===== src/itf_pkg.sv =====
// ----------------------------------------------------------------------------
// itf_pkg
// Shared types, constants and helpers of the integer-to-text formatter.
// ----------------------------------------------------------------------------
package itf_pkg;

  localparam int DIGIT_BUFFER_DEF = 24;
  localparam int MAX_WIDTH_DEF    = 64;
  localparam int VALUE_W          = 64;
  localparam int FWIDTH_W         = 7;
  localparam int MDIG_W           = 5;
  localparam int CHAR_W           = 8;

  // base selector codes
  localparam logic [1:0] BASE_DEC = 2'd0;
  localparam logic [1:0] BASE_HEX = 2'd1;
  localparam logic [1:0] BASE_OCT = 2'd2;

  // ASCII characters
  localparam logic [CHAR_W-1:0] CH_ZERO  = 8'h30;
  localparam logic [CHAR_W-1:0] CH_SPACE = 8'h20;
  localparam logic [CHAR_W-1:0] CH_MINUS = 8'h2d;
  localparam logic [CHAR_W-1:0] CH_PLUS  = 8'h2b;
  localparam logic [CHAR_W-1:0] CH_X     = 8'h78;
  localparam logic [CHAR_W-1:0] CH_LA    = 8'h61;
  localparam logic [CHAR_W-1:0] CH_UA    = 8'h41;

  typedef struct packed {
    logic [VALUE_W-1:0]  value;
    logic                is_signed;
    logic [1:0]          base_select;
    logic                upper_case;
    logic                hex_prefix;
    logic                plus_sign;
    logic                space_sign;
    logic                left_align;
    logic                zero_pad;
    logic [FWIDTH_W-1:0] field_width;
    logic [MDIG_W-1:0]   min_digits;
  } itf_in_t;

  typedef struct packed {
    logic [CHAR_W-1:0] out_char;
    logic              last;
  } itf_out_t;

  typedef enum logic [2:0] {
    ST_IDLE,
    ST_CONVERT,
    ST_SCAN,
    ST_SIZE,
    ST_EMIT
  } itf_state_t;

  // controller to datapath
  typedef struct packed {
    logic accept;
    logic load;
    logic dabble;
    logic scan;
    logic size;
    logic emit;
  } itf_cmd_t;

  // datapath to controller
  typedef struct packed {
    logic decimal;
    logic dabble_done;
    logic scan_done;
    logic out_free;
    logic emit_last;
  } itf_status_t;

  // map one digit value to its ASCII character
  function automatic logic [CHAR_W-1:0] digit_char(input logic [3:0] d, input logic upper);
    logic [CHAR_W-1:0] base_ch;
    base_ch = upper ? CH_UA : CH_LA;
    if (d < 4'd10) begin
      digit_char = CH_ZERO + {4'b0000, d};
    end else begin
      digit_char = base_ch + {4'b0000, d} - 8'd10;
    end
  endfunction

endpackage


===== src/itf_stream.sv =====
// ----------------------------------------------------------------------------
// itf_stream
// Valid/ready channel carrying one payload word of type T.
// ----------------------------------------------------------------------------
interface itf_stream #(parameter type T = logic);
  logic valid;
  logic ready;
  T     data;

  modport source (output valid, output data, input ready);
  modport sink   (input valid, input data, output ready);
endinterface


===== src/itf_ctrl.sv =====
// ----------------------------------------------------------------------------
// itf_ctrl
// Sequencer: load, binary-to-BCD conversion, leading-zero scan, layout
// sizing and character emission.
// ----------------------------------------------------------------------------
module itf_ctrl
  import itf_pkg::*;
(
  input  logic        clk,
  input  logic        rst,
  input  logic        in_valid,
  input  itf_status_t status,
  output itf_cmd_t    cmd
);

  itf_state_t state, state_next;

  // state register
  always_ff @(posedge clk) begin
    if (rst) begin
      state <= ST_IDLE;
    end else begin
      state <= state_next;
    end
  end

  // next state and commands
  always_comb begin
    state_next = state;
    cmd        = '0;
    case (state)
      ST_IDLE: begin
        cmd.accept = 1'b1;
        if (in_valid) begin
          cmd.load   = 1'b1;
          state_next = ST_CONVERT;
        end
      end
      ST_CONVERT: begin
        // hex and octal digits are ready after load
        if (status.decimal) begin
          cmd.dabble = 1'b1;
          if (status.dabble_done) begin
            state_next = ST_SCAN;
          end
        end else begin
          state_next = ST_SCAN;
        end
      end
      ST_SCAN: begin
        cmd.scan = 1'b1;
        if (status.scan_done) begin
          state_next = ST_SIZE;
        end
      end
      ST_SIZE: begin
        cmd.size   = 1'b1;
        state_next = ST_EMIT;
      end
      ST_EMIT: begin
        cmd.emit = status.out_free;
        if (status.out_free && status.emit_last) begin
          state_next = ST_IDLE;
        end
      end
      default: begin
        state_next = ST_IDLE;
      end
    endcase
  end

endmodule


===== src/itf_datapath.sv =====
// ----------------------------------------------------------------------------
// itf_datapath
// Digit store, double-dabble shifter, layout boundaries and the output
// word register.
// ----------------------------------------------------------------------------
module itf_datapath
  import itf_pkg::*;
#(
  parameter int DIGIT_BUFFER = DIGIT_BUFFER_DEF,
  parameter int MAX_WIDTH    = MAX_WIDTH_DEF
)
(
  input  logic        clk,
  input  logic        rst,
  input  itf_in_t     in_word,
  input  itf_cmd_t    cmd,
  output itf_status_t status,
  input  logic        out_ready,
  output logic        out_valid,
  output itf_out_t    out_word
);

  localparam int IDX_W  = $clog2(DIGIT_BUFFER);
  localparam int ND_W   = $clog2(DIGIT_BUFFER + 1);
  localparam int STEP_W = $clog2(VALUE_W);
  localparam int POS_A  = $clog2(MAX_WIDTH + DIGIT_BUFFER + 3);
  localparam int POS_W  = (POS_A > FWIDTH_W) ? POS_A : FWIDTH_W;

  // digit store, least significant first
  logic [3:0]         dig [DIGIT_BUFFER];
  logic [VALUE_W-1:0] bin;
  logic [STEP_W-1:0]  step;
  logic               decimal;

  // captured spec
  logic              upper;
  logic              left;
  logic              zero;
  logic [POS_W-1:0]  fwidth;
  logic [ND_W-1:0]   mind;
  logic [1:0]        plen;
  logic [CHAR_W-1:0] pre0;
  logic [CHAR_W-1:0] pre1;

  // scan and layout
  logic [IDX_W-1:0] sidx;
  logic [ND_W-1:0]  nd;
  logic [POS_W-1:0] b1, b2, b3, b4, n;
  logic [POS_W-1:0] pos;
  logic [IDX_W-1:0] didx;

  // ---------------- load decode ----------------
  logic                     neg;
  logic [VALUE_W-1:0]       mag;
  logic                     in_dec;
  logic [4*DIGIT_BUFFER-1:0] hex_vec;
  logic [3*DIGIT_BUFFER-1:0] oct_vec;
  logic [POS_W-1:0]         fw_ext;
  logic [ND_W:0]            md_ext;

  assign neg     = in_word.is_signed & in_word.value[VALUE_W-1];
  assign mag     = neg ? (~in_word.value + 1'b1) : in_word.value;
  assign in_dec  = in_word.is_signed ||
                   ((in_word.base_select != BASE_HEX) && (in_word.base_select != BASE_OCT));
  assign hex_vec = {{(4*DIGIT_BUFFER-VALUE_W){1'b0}}, mag};
  assign oct_vec = {{(3*DIGIT_BUFFER-VALUE_W){1'b0}}, mag};
  assign fw_ext  = POS_W'(in_word.field_width);
  assign md_ext  = (ND_W+1)'(in_word.min_digits);

  // ---------------- double dabble step ----------------
  logic [3:0] adj [DIGIT_BUFFER];
  always_comb begin
    for (int i = 0; i < DIGIT_BUFFER; i++) begin
      adj[i] = (dig[i] >= 4'd5) ? (dig[i] + 4'd3) : dig[i];
    end
  end

  // ---------------- scan result ----------------
  logic [ND_W-1:0] sig;
  assign sig = ND_W'(sidx) + 1'b1;

  // ---------------- layout sizing ----------------
  logic [POS_W-1:0] total, padn, lead, zfill, trail;
  logic [POS_W-1:0] s_b2, s_b3, s_b4;
  always_comb begin
    total = POS_W'(plen) + POS_W'(nd);
    padn  = (fwidth > total) ? (fwidth - total) : '0;
    lead  = (!left && !zero) ? padn : '0;
    zfill = (!left && zero) ? padn : '0;
    trail = left ? padn : '0;
    s_b2  = lead + POS_W'(plen);
    s_b3  = s_b2 + zfill;
    s_b4  = s_b3 + POS_W'(nd);
  end

  // ---------------- character select ----------------
  logic [CHAR_W-1:0] ch;
  logic              in_digits;
  always_comb begin
    in_digits = (pos >= b3) && (pos < b4);
    if (pos < b1) begin
      ch = CH_SPACE;
    end else if (pos < b2) begin
      ch = (pos == b1) ? pre0 : pre1;
    end else if (pos < b3) begin
      ch = CH_ZERO;
    end else if (in_digits) begin
      ch = digit_char(dig[didx], upper);
    end else begin
      ch = CH_SPACE;
    end
  end

  // load the spec, convert, scan, size, advance position
  always_ff @(posedge clk) begin
    if (cmd.load) begin
      bin     <= mag;
      step    <= '0;
      decimal <= in_dec;
      sidx    <= IDX_W'(DIGIT_BUFFER - 1);
      upper   <= in_word.upper_case;
      left    <= in_word.left_align;
      zero    <= in_word.zero_pad;
      fwidth  <= (fw_ext > POS_W'(MAX_WIDTH)) ? POS_W'(MAX_WIDTH) : fw_ext;
      mind    <= (md_ext > (ND_W+1)'(DIGIT_BUFFER)) ? ND_W'(DIGIT_BUFFER) : ND_W'(md_ext);
      pre1    <= CH_X;
      if (in_word.is_signed) begin
        pre0 <= neg ? CH_MINUS : (in_word.plus_sign ? CH_PLUS : CH_SPACE);
        plen <= (neg || in_word.plus_sign || in_word.space_sign) ? 2'd1 : 2'd0;
      end else begin
        pre0 <= CH_ZERO;
        plen <= ((in_word.base_select == BASE_HEX) && in_word.hex_prefix) ? 2'd2 : 2'd0;
      end
      for (int i = 0; i < DIGIT_BUFFER; i++) begin
        if (in_dec) begin
          dig[i] <= '0;
        end else if (in_word.base_select == BASE_HEX) begin
          dig[i] <= hex_vec[4*i +: 4];
        end else begin
          dig[i] <= {1'b0, oct_vec[3*i +: 3]};
        end
      end
    end else if (cmd.dabble) begin
      // adjust then shift one bit in from the binary word
      dig[0] <= {adj[0][2:0], bin[VALUE_W-1]};
      for (int i = 1; i < DIGIT_BUFFER; i++) begin
        dig[i] <= {adj[i][2:0], adj[i-1][3]};
      end
      bin  <= bin << 1;
      step <= step + 1'b1;
    end
    if (cmd.scan) begin
      if (status.scan_done) begin
        nd <= (sig > mind) ? sig : mind;
      end else begin
        sidx <= sidx - 1'b1;
      end
    end
    if (cmd.size) begin
      b1   <= lead;
      b2   <= s_b2;
      b3   <= s_b3;
      b4   <= s_b4;
      n    <= s_b4 + trail;
      pos  <= '0;
      didx <= IDX_W'(nd - 1'b1);
    end
    if (cmd.emit) begin
      pos <= pos + 1'b1;
      if (in_digits && (didx != '0)) begin
        didx <= didx - 1'b1;
      end
    end
  end

  // output word register
  always_ff @(posedge clk) begin
    if (rst) begin
      out_valid <= 1'b0;
    end else if (cmd.emit) begin
      out_valid <= 1'b1;
    end else if (out_ready) begin
      out_valid <= 1'b0;
    end
  end

  always_ff @(posedge clk) begin
    if (cmd.emit) begin
      out_word.out_char <= ch;
      out_word.last     <= status.emit_last;
    end
  end

  // status back to the controller
  always_comb begin
    status.decimal     = decimal;
    status.dabble_done = (step == STEP_W'(VALUE_W - 1));
    status.scan_done   = (dig[sidx] != 4'd0) || (sidx == '0);
    status.out_free    = !out_valid || out_ready;
    status.emit_last   = (pos == (n - 1'b1));
  end

endmodule


===== src/integer_to_text_formatter.sv =====
// ----------------------------------------------------------------------------
// integer_to_text_formatter
// printf-style integer conversion: one 64-bit number in, its text out one
// character per word, the final character flagged with last.
// ----------------------------------------------------------------------------
// One number is handled at a time; number.ready is high only while the block
// waits for a number. Decimal numbers go through a load, a double-dabble
// shift of every bit of the 64-bit value, a leading-zero scan down from the
// top digit, a sizing step and then the emission of each character; hex and
// octal have their digits from the load and skip the shift loop. Characters
// leave the output register one per cycle while the text sink is ready. The
// last character may wait in the output register while the next number is
// taken in.
module integer_to_text_formatter
  import itf_pkg::*;
#(
  parameter int DIGIT_BUFFER = DIGIT_BUFFER_DEF,
  parameter int MAX_WIDTH    = MAX_WIDTH_DEF
)
(
  input  logic       clk,
  input  logic       rst,
  itf_stream.sink    number,
  itf_stream.source  text
);

  itf_cmd_t    cmd;
  itf_status_t status;

  assign number.ready = cmd.accept;

  itf_ctrl u_ctrl (
    .clk      (clk),
    .rst      (rst),
    .in_valid (number.valid),
    .status   (status),
    .cmd      (cmd)
  );

  itf_datapath #(
    .DIGIT_BUFFER (DIGIT_BUFFER),
    .MAX_WIDTH    (MAX_WIDTH)
  ) u_datapath (
    .clk       (clk),
    .rst       (rst),
    .in_word   (number.data),
    .cmd       (cmd),
    .status    (status),
    .out_ready (text.ready),
    .out_valid (text.valid),
    .out_word  (text.data)
  );

`ifndef SYNTH
  // a new word never overwrites one still waiting at the output
  a_no_overwrite: assert property (@(posedge clk) disable iff (rst)
    cmd.emit |-> (!text.valid || text.ready))
    else $error("output word overwritten");

  // a load only happens on an accepted number
  a_load_on_accept: assert property (@(posedge clk) disable iff (rst)
    cmd.load |-> (number.valid && number.ready))
    else $error("load without accepted number");

  // one number at a time: busy right after accepting
  a_busy_after_accept: assert property (@(posedge clk) disable iff (rst)
    (number.valid && number.ready) |=> !number.ready)
    else $error("second number accepted while busy");

  // emission never runs together with conversion work
  a_emit_exclusive: assert property (@(posedge clk) disable iff (rst)
    cmd.emit |-> !(cmd.load || cmd.dabble || cmd.scan || cmd.size))
    else $error("emit overlaps conversion");
`endif

endmodule

===== src/flat_wrapper.sv =====
// flat-port wrapper written by rule: the top's interface ports become plain ports
module integer_to_text_formatter_flat import itf_pkg::*;
#(
  parameter int DIGIT_BUFFER = DIGIT_BUFFER_DEF,
  parameter int MAX_WIDTH    = MAX_WIDTH_DEF
)
  (clk, rst, number_valid, number_data, number_ready, text_valid, text_data, text_ready);
  itf_stream number_i ();
  itf_stream text_i ();
  input  logic clk;
  input  logic rst;
  input wire logic [$bits(number_i.valid)-1:0] number_valid;
  input wire logic [$bits(number_i.data)-1:0] number_data;
  output wire logic [$bits(number_i.ready)-1:0] number_ready;
  output wire logic [$bits(text_i.valid)-1:0] text_valid;
  output wire logic [$bits(text_i.data)-1:0] text_data;
  input wire logic [$bits(text_i.ready)-1:0] text_ready;
  assign number_i.valid = number_valid;
  assign number_i.data = number_data;
  assign number_ready = number_i.ready;
  assign text_valid = text_i.valid;
  assign text_data = text_i.data;
  assign text_i.ready = text_ready;
  integer_to_text_formatter #(.DIGIT_BUFFER(DIGIT_BUFFER), .MAX_WIDTH(MAX_WIDTH)) u_core (.clk(clk), .rst(rst), .number(number_i), .text(text_i));
endmodule

===== config.mk =====
export PLATFORM = sky130hd
export DESIGN_NAME = integer_to_text_formatter_flat
export DESIGN_NICKNAME = d
export VERILOG_FILES = /design/src/itf_pkg.sv /design/src/itf_stream.sv /design/src/itf_ctrl.sv /design/src/itf_datapath.sv /design/src/integer_to_text_formatter.sv /design/src/flat_wrapper.sv
export SDC_FILE = /design/constraint.sdc
export NUM_CORES = 1
export LEC_CHECK = 0
export ABC_AREA = 1
export BUFFER_PORTS_ARGS = -buffer_cell sky130_fd_sc_hd__buf_2
export CAP_MARGIN = 20
export CELL_PAD_IN_SITES_DETAIL_PLACEMENT = 0
export CELL_PAD_IN_SITES_GLOBAL_PLACEMENT = 1
export CORE_MARGIN = 2
export CORE_UTILIZATION = 50
export CTS_CLUSTER_DIAMETER = 50
export DETAILED_ROUTE_END_ITERATION = 8
export GPL_ROUTABILITY_DRIVEN = 0
export PLACE_DENSITY = 0.83
export SLEW_MARGIN = 20
export SYNTH_ARGS = -nofsm -noshare
export SYNTH_HDL_FRONTEND = slang
export SYNTH_SLANG_ARGS = --single-unit

===== constraint.sdc =====
create_clock -name clk -period 4.4 [get_ports clk]
set_input_delay 0 -clock clk [delete_from_list [all_inputs] [get_ports clk]]
set_output_delay 0 -clock clk [all_outputs]
set_load 0.005 [all_outputs]

==> Word-level counts from Yosys, hierarchy flattened <==
Memories as Yosys holds them, arrays and structs flattened. A register that Yosys moved wholly into a read port is not among the register bits.
Cells that the tools add are included.
{ "totals": {"out_inout_bits": 3, "inputBits": 5, "wordCells": 188, "reg_bits": 40, "ramBits": 96, "n_memories": 1} }
{ "mem_list": {"columns": ["name", "depth", "word_bits", "rd", "rd_ports_with_merged_regs", "write_ports", "line", "text"], "rows": [
  ["u_core.u_datapath.dig", 24, 4, 25, 1, 24, "itf_datapath.sv:30", "logic [3:0] dig [DIGIT_BUFFER];"]
]} }
{ "op_classes": {"reduce_logical": 11, "n_addsub": 31, "muxes": 74, "bitwise": 24, "n_eq_ne": 10, "order_cmp": 27} }
{ "ops": {"columns": ["operator", "n"], "rows": [
  ["4-bit 2-to-1 mux", 47],
  ["4-bit by 3-bit greater-or-equal comparator with 1-bit output (second input constant)", 24],
  ["4-bit by 2-bit adder with 4-bit output (second input constant)", 23],
  ["5-bit 2-to-1 mux", 5],
  ["1-bit bitwise OR", 24],
  ["7-bit 2-to-1 mux", 3],
  ["3-bit 2-to-1 mux", 5],
  ["3-bit one-hot mux with 5 select lines", 1],
  ["1-bit 2-to-1 mux", 12],
  ["7-bit by 1-bit adder with 7-bit output (second input constant)", 1],
  ["7-bit by 5-bit adder with 7-bit output", 1],
  ["7-bit == test", 1],
  ["7-bit by 1-bit subtractor with 7-bit output (second input constant)", 1],
  ["6-bit by 1-bit adder with 6-bit output (second input constant)", 1],
  ["3-bit by 2-bit == test with 1-bit output (second input constant)", 2],
  ["6-bit == test (second input constant)", 1],
  ["1-bit by 5-bit subtractor with 6-bit output (first input constant)", 1],
  ["5-bit by 1-bit adder with 5-bit output (second input constant)", 1],
  ["1-bit by 5-bit greater-than comparator with 1-bit output (first input constant)", 1],
  ["1-bit by 5-bit greater-than comparator with 1-bit output (second input constant)", 1],
  ["5-bit greater-than comparator", 1],
  ["5-bit zero test", 1],
  ["5-bit by 1-bit subtractor with 5-bit output (second input constant)", 1],
  ["2-bit by 1-bit inequality test with 1-bit output (second input constant)", 2],
  ["13 further kinds", 16]
]} }

==> Longest topological paths before layout <==
Gate-level depths: netlist of the first run.
{ "logic_depth": {"depth_word": 6, "ltp_mapped": 15, "ltp_nobuf": 15} }

==> Modules after synthesis <==
From an unflattened synthesis of the first run, not the netlist that was laid out.
{ "unflattened": {"cells_unflattened": 2360, "area_unflattened_um2": 18974.4} }
{ "by_module_without_submodules": {"columns": ["mod", "cells_each", "instances", "seq_area_each_um2", "area_each_um2"], "rows": [
  ["itf_datapath", 2321, 1, 7457.2, 18755.5],
  ["itf_ctrl", 38, 1, 60.1, 215.2],
  ["integer_to_text_formatter", 1, 1, 0.0, 3.8]
]} }

==> Worst setup path before layout of the first run <==
No wires, ideal clock.
{ "synth_path": {"kind": "register -> register", "start": "register u_core.u_ctrl.state[2]", "end": "memory u_core.u_datapath.dig[0][1], enable pin", "required_ns": 3.943, "setup_slack_ns": 0.832, "setup_time_ns": 0.457, "arrival_ns": 3.111, "n_path_buf": 1, "path_stages_with_launch": 5, "period_less_slack_ns": 3.568, "path_cell_list": "dfxtp_1 nor3_2 inv_2 clkbuf_1 nand2_1"} }
{ "synth_lines": {"columns": ["item", "line", "text"], "rows": [
  ["start: declaration", "itf_ctrl.sv:16", "itf_state_t state, state_next;"],
  ["start signal: assignment", "itf_ctrl.sv:23", "state <= state_next;"],
  ["end: declaration", "itf_datapath.sv:30", null]
]} }

==> Final worst setup path of the first run <==
{ "layout_path": {"start": "register u_core.u_datapath.nd[0]", "end": "register u_core.u_datapath.n[4], data pin"} }
{ "layout_between": {"elab_chain_len": 3, "elab_cells_between_ends": 4, "classes_between": "2 x add/sub; 1 x order compare; 1 x mux"} }
{ "layout_rtl": {"columns": ["item", "line", "text"], "rows": [
  ["start: declaration", "itf_datapath.sv:47", "logic [ND_W-1:0] nd;"],
  ["start signal: assignment", "itf_datapath.sv:154", "nd <= (sig > mind) ? sig : mind;"],
  ["1-bit by 5-bit subtractor with 6-bit output / 1-bit by 5-bit greater-than comparator with 1-bit output (equally long branches)", "itf_datapath.sv:87", "padn = (fwidth > total) ? (fwidth - total) : '0;"],
  ["7-bit 2-to-1 mux", "itf_datapath.sv:87", null],
  ["7-bit by 5-bit adder with 7-bit output *", "itf_datapath.sv:93", "s_b4 = s_b3 + POS_W'(nd);"],
  ["net u_core.u_datapath.s_b4[4]", "itf_datapath.sv:84", "logic [POS_W-1:0] s_b2, s_b3, s_b4;"],
  ["end signal: assignment", "itf_datapath.sv:164", "n <= s_b4 + trail;"],
  ["end: declaration", "itf_datapath.sv:48", "logic [POS_W-1:0] b1, b2, b3, b4, n;"]
]} }
Mark *: on every way through the listed nets, which the timed path passes. The rest lies on a longest branch.
A chain may end at the register's enable or synchronous reset.

==> results of run 1 <==
-- metrics by stage --
step	hold WS [ns]	power (mW)
global placement	0.181	5.02
finish	0.142	6.58
floorplan	0.0691	4.49
detailed placement	0.178	5.17
global route	0.169	7.17
CTS	0.126	6.63
-- flip-flops by register name, summed over array words and instances (netlist names) --
name / cells
u_core.u_datapath.nd: 5
u_core.u_datapath.step: 6
u_core.u_datapath.pos: 7
u_core.u_ctrl.state: 3
u_core.u_datapath.dig: 95
u_core.u_datapath.n: 7
u_core.u_datapath.mind: 1
u_core.u_datapath.out_word: 1
u_core.u_datapath.out_valid: 1
u_core.u_datapath.sidx: 5
-- cell families after synthesis --
group / share of synthesized area
compound gates: 0.156
xor+xnor: 0.0346
fa+ha+maj: 0.0892
buf+inv: 0.0859
flops: 0.482
simple gates: 0.152
-- power breakdown --
part	internal [mW]	switching, mW	total [mW]
Combinational	0.861	1.73	2.59
Sequential	2.14	0.421	2.56
Clock	0.901	0.525	1.43
Total	3.90	2.68	6.58
-- routing by layer --
metal,vias to the layer above,GRT usage
met3,22,0.0409
met5,-,0
li1,3061,-
met4,0,0.0818
met1,2837,0.248
met2,99,0.358
-- timing repair --
item / in CTS / in global routing
setup buffers: 0 / 0
hold buffers: 3 / 0
endpoints found under the hold margin: 5 / 0
-- path summary, 6_finish.rpt --
| kind | to | from | slack [ns] |
|---|---|---|---|
| hold reg to reg | u_core.u_datapath.step[5] | u_core.u_datapath.step[5] | 0.48 |
| setup / recovery | u_core.u_datapath.n[4] | u_core.u_datapath.nd[0] | 1.69 |
| hold / removal | u_core.u_datapath.sidx[3] | number_valid | 0.14 |
| setup reg to reg | u_core.u_datapath.n[4] | u_core.u_datapath.nd[0] | 1.69 |
-- cell usage after synthesis --
master	number
a211oi_1	25
a21oi_1	87
a31oi_1	7
buf_2	2
buf_6	1
clkbuf_1	10
dfxtp_1	15
edfxtp_1	116
ha_1	56
inv_1	159
inv_2	5
nand2_1	96
nand2_2	1
nand2_4	3
nand3_1	28
nand3_2	1
nand3b_1	1
nand4_1	7
nor2_1	87
nor2_4	3
nor3_1	28
nor3_2	1
nor3b_1	1
nor4_1	2
o211a_1	1
o21a_1	1
o21ai_0	86
o21ai_1	3
o21bai_1	1
o31ai_1	12
or2_2	10
xnor2_1	5
xor2_1	26
-- worst max-delay path, cell delays in order, from the launching register on --
cell	delay, ns
edfxtp_1	0.35
inv_1	0.08
ha_1	0.20
inv_1	0.07
nor2_1	0.05
ha_1	0.19
nor4_1	0.50
inv_1	0.17
nor2_1	0.16
o21bai_1	0.13
ha_1	0.17
a31oi_1	0.07
nor3_1	0.22
xor2_1	0.10
-- layout make-up --
class / count / area, um^2 / area share
clock buffer: 22 / 454 / 0.0518
clock inverter: 10 / 133 / 0.0151
inverter: 164 / 616 / 0.0702
multi-input combinational: 579 / 3410 / 0.389
sequential: 131 / 3780 / 0.432
tap: 211 / 264 / 0.0301
timing repair buffer: 14 / 108 / 0.0123
==> key figures, run 1 <==
Logic synthesis
  – Count of cell types in the netlist: 33
  – Synth Area per Inst: 8.85 um^2
  – Synth top area cells: edfxtp_1 (44%), ha_1 (8.9%), inv_1 (7.6%)
  – Warnings, synthesis: 0
  – Yosys reg bits: 131
  – Post-synth top area cell: edfxtp_1
  – Post-Syn Nets: 948
  – Synth top area share: 0.444
  – Syn Std Cell Area: 7850 um^2
  – Post-Syn Instances: 887
  – Sequential cell area fraction in the yosys report: 0.482

Drt
  – DR iter-0 viols: 342
  – Routed WL: 15,900 um
  – Met3 Routed Length: 547 um
  – Metal2 WL: 7930 um
  – Top sig layer: met4
  – Routed via count: 6,019
  – Post-Route M1 WL: 7190 um
  – DR vias/cell: 5.32
  – Avg WL per Cell: 14.1 um
  – Remaining antenna violation count: 0
  – DRC violations left: 0
  – Router iterations before antenna repair: 5

Status
  – Outcome: completed

Cells and area
  – Most frequent cells in the layout: inv_1 (159), edfxtp_1 (116), nand2_1 (95)
  – Final instance area: 8770 um^2
  – Fin nets: 968
  – P&R area growth vs syn: 11.6%
  – Commonest non-fill, non-tap cell in the layout: inv_1
  – Filler cells: 1,354
  – Final Util: 0.574
  – Diodes inserted: 0
  – Fin cells: 1,131
  – Fraction of layout instances using a drive strength above 1: 0.0685

STA
  – Min cycle time layout: 2.71 ns
  – Final period util: 0.616
  – Final Setup Violations: 0
  – Final Hold Viols: 0
  – Worst Skew: 0.00524 ns
  – Setup ws final: 1.69 ns
  – Measured slew at the worst slew-check pin: 1.04 ns
  – Slew HR: 0.302
  – Max Fclk: 0.369 GHz
  – RSZ-0062 raised after global routing: false
  – Fin Setup TNS: 0 ns
  – Final Max Slew Viols: 0

Placement
  – HPWL after detailed placement: 10,900 um
  – Port bufs: 7
  – Total placed cells including tap cells: 1,096
  – Cell Area, Placed: 8150 um^2
  – Dpl ws: 1.75 ns

Global routing
  – Global-route wire length before repair: 26,700 um
  – Initial antenna violation count: 0
  – Largest net degree at the start of global routing: 72
  – Vias in the first global route: 5,799
  – All-Layer GR Usage: 0.204
  – Grt total ovfl: 0

Clock network
  – Post-cts repair resize count: 0
  – Htree depth: 4
  – CTS max path bufs: 2
  – Clock Latency Late Sink: 0.42 ns
  – Clk sinks: 131
  – Cts bufs inserted: 17
  – CTS tree: yes
  – Clock slew at reported path FFs: 0.06 ns
  – CTS Root Buffer Type: clkbuf_16

Worst hold path
  – Worst Hold Class: in -> reg
  – Hold depth: 5

Setup path
  – Crit Path Class: reg -> reg
  – Setup crit end kind: register
  – Critical Path AT: 2.87 ns
  – R2R cell count: 13
  – Critical Path Source Type: register
  – Worst Path Max Fanout: 4
  – WP data required: 4.56 ns

Floorplan
  – Core region area: 15,300 um^2
  – Die Ht: 129 um
  – Initial Utilization: 0.515
  – Full die area: 16,700 um^2
  – Io pins: 8
  – Die Span X: 129 um
  – Site Rows: 45

Power
  – Total power per unit cell area: 751 nW/um^2
  – Leak: 3.71 nW
  – Peak supply drop: 0.338 mV

Run
  – Max Cap Viol: 0
No activity file was read; power rests on OpenSTA's default activity.
==> run 2, diff against run 1 <==
Clock period 4.4 ns to 2.5 ns, I/O delays scaled along.
==> run 2 against run 1 <==
Count of clock-buffer cells in the layout fell by 4. Sequential cell count did not move. Hold slack improved by 0.0090 ns. Clock skew rose by 0.0019 ns. Maximum frequency rose by 14%. First-iteration DRC count rose by 12%. Wire length rose by 0.91%.
==> key figures, run 2 (synthesized netlist as in run 1, its figures left out) <==
Global routing
  – Largest net degree at the start of global routing: 60 (-17%)
  – All-Layer GR Usage: 0.206 (+0.00197)
  – Global-route wire length before repair: 27,300 um (+2.0%)
  – Grt total ovfl: 0 (unchanged)
  – Vias in the first global route: 5,913 (+2.0%)
  – Initial antenna violation count: 0 (unchanged)

Placement
  – HPWL after detailed placement: 11,200 um (+2.6%)
  – Port bufs: 7 (unchanged)
  – Dpl ws: -0.0118 ns (-1.76 ns)

Clock network
  – Clock Latency Late Sink: 0.43 ns (about the same)
  – CTS tree: yes
  – CTS max path bufs: 2 (unchanged)
  – Clk sinks: 131 (unchanged)
  – Htree depth: 4 (unchanged)
  – CTS Root Buffer Type: clkbuf_16
  – Cts bufs inserted: 17 (unchanged)
  – Clock slew at reported path FFs: 0.06 ns (about the same)

Worst hold path
  – Worst Hold Class: in -> reg

STA
  – Setup ws final: 0.122 ns (-1.57 ns)
  – Final period util: 0.951 (+0.335)
  – Slew HR: 0.600 (+0.298)
  – Worst Skew: 0.00709 ns (+0.00185 ns)
  – Fin Setup TNS: 0 ns (unchanged)
  – Final Setup Violations: 0 (unchanged)
  – Min cycle time layout: 2.38 ns (-0.333 ns)
  – Max Fclk: 0.421 GHz (+14%)
  – Final Hold Viols: 0 (unchanged)
  – Final Max Slew Viols: 0 (unchanged)
  – Measured slew at the worst slew-check pin: 0.594 ns (-0.444 ns)

Power
  – Total power per unit cell area: 1330 nW/um^2 (+77%)
  – Peak supply drop: 0.777 mV (+130%)
  – Leak: 3.76 nW (+1.3%)
  – Tot Pwr: 11.8 mW (+79%)

Drt
  – Met3 Routed Length: 489 um (-11%)
  – Metal2 WL: 7820 um (-1.4%)
  – Avg WL per Cell: 14.1 um (+0.47%)
  – Routed WL: 16,100 um (+0.91%)
  – DR iter-0 viols: 384 (+12%)
  – Remaining antenna violation count: 0 (unchanged)
  – DRC violations left: 0 (unchanged)
  – DR vias/cell: 5.28 (-0.80%)
  – Post-Route M1 WL: 7400 um (+2.9%)
  – Router iterations before antenna repair: 5 (unchanged)
  – Routed via count: 5,997 (-0.37%)
  – Top sig layer: met4

Setup path
  – WP data required: 2.67 ns (-1.89 ns)
  – Setup crit end kind: register
  – Critical Path Source Type: register
  – Critical Path AT: 2.55 ns (-0.32 ns)
  – Crit Path Class: reg -> reg
  – Worst Path Max Fanout: 4 (unchanged)

Floorplan
  – Initial Utilization: 0.515 (unchanged)
  – Full die area: 16,700 um^2 (unchanged)
  – Die Span X: 129 um (unchanged)
  – Io pins: 8 (unchanged)
  – Core region area: 15,300 um^2 (unchanged)
  – Site Rows: 45 (unchanged)
  – Die Ht: 129 um (unchanged)

Run
  – Max Cap Viol: 0 (unchanged)

Cells and area
  – Commonest non-fill, non-tap cell in the layout: inv_1
  – Fin nets: 973 (+0.52%)
  – Largest Register: u_core.u_datapath.dig
  – P&R area growth vs syn: 12.8%
  – Fraction of layout instances using a drive strength above 1: 0.0811 (+0.0126)
  – Top Registers: u_core.u_datapath.dig: 95 flops, u_core.u_datapath.n: 7 flops, u_core.u_datapath.pos: 7 flops
  – Most frequent cells in the layout: inv_1 (158), edfxtp_1 (116), nand2_1 (95)
  – Final Util: 0.581 (+0.00623)
  – Diodes inserted: 0 (unchanged)
  – Largest register FFs: 95 (unchanged)

Status
  – Outcome: completed
## run 2: changes by cell type in the layout (fill, tap and decap cells not counted), sizes merged
cell,delta
buf,+5
clkbuf,-4
clkinv,+4
clkinvlp,-2
bufinv,+1
inv,+1
## run 2: layout make-up
class	count	area [um^2]
multi-input combinational	579	3440
sequential	131	3780
tap	211	264
inverter	164	616
fill	1332	6400
clock inverter	14	186
timing repair buffer	19	145
clock buffer	18	429
## run 2: layer usage
| metal | GRT usage | up-vias |
|---|---|---|
| li1 | - | 3067 |
| met1 | 0.261 | 2809 |
| met2 | 0.345 | 85 |
| met3 | 0.0479 | 36 |
| met4 | 0.0799 | 0 |
| met5 | 0 | - |
## run 2: per-stage QoR
| stage | cells | instance area [um^2] | hold slack, ns |
|---|---|---|---|
| final | 1136 | 8860 | 0.151 |
| after global routing | 1136 | 8860 | 0.166 |
| after CTS | 1136 | 8840 | 0.144 |
| after detailed placement | 1101 | 8190 | 0.181 |
| after global placement | 1101 | 8190 | 0.182 |
| after floorplan | 887 | 7860 | 0.0691 |
## run 2: path summary, 6_finish.rpt
kind / from / end / slack (ns) / cells after the start
max: u_core.u_datapath.nd[1] / u_core.u_datapath.n[4] / 0.12 / 12
min: number_valid / u_core.u_ctrl.state[1] / 0.15 / 5
max reg2reg: u_core.u_datapath.nd[1] / u_core.u_datapath.n[4] / 0.12 / 12
min reg2reg: u_core.u_datapath.step[5] / u_core.u_datapath.step[5] / 0.47 / 2
## run 2: worst max-delay path: stages, from the launching register on
cell and delay (ns):
edfxtp_1 0.36, inv_1 0.09, ha_1 0.18, inv_1 0.12
nor2_1 0.07, ha_1 0.24, nor4_4 0.19, buf_4 0.17
o21bai_1 0.07, ha_1 0.21, a31oi_2 0.22, nor3_2 0.07
xor2_1 0.14
## run 2: repair_timing
item / 4_1_cts / 5_1_grt
endpoints found under the setup margin: 1 / 2
hold buffers: 3 / 0
pin swaps: 0 / 1
resized for setup: 1 / 5
buffers inserted: 0 / 0
hold endpoints to repair: 5 / 0
## run 2: power breakdown
part | total (mW) | leakage (nW) | switching [mW] | internal (mW)
clock network | 2.62 | 0.303 | 0.959 | 1.66
registers | 4.51 | 1.28 | 0.748 | 3.77
logic | 4.63 | 2.17 | 3.09 | 1.54
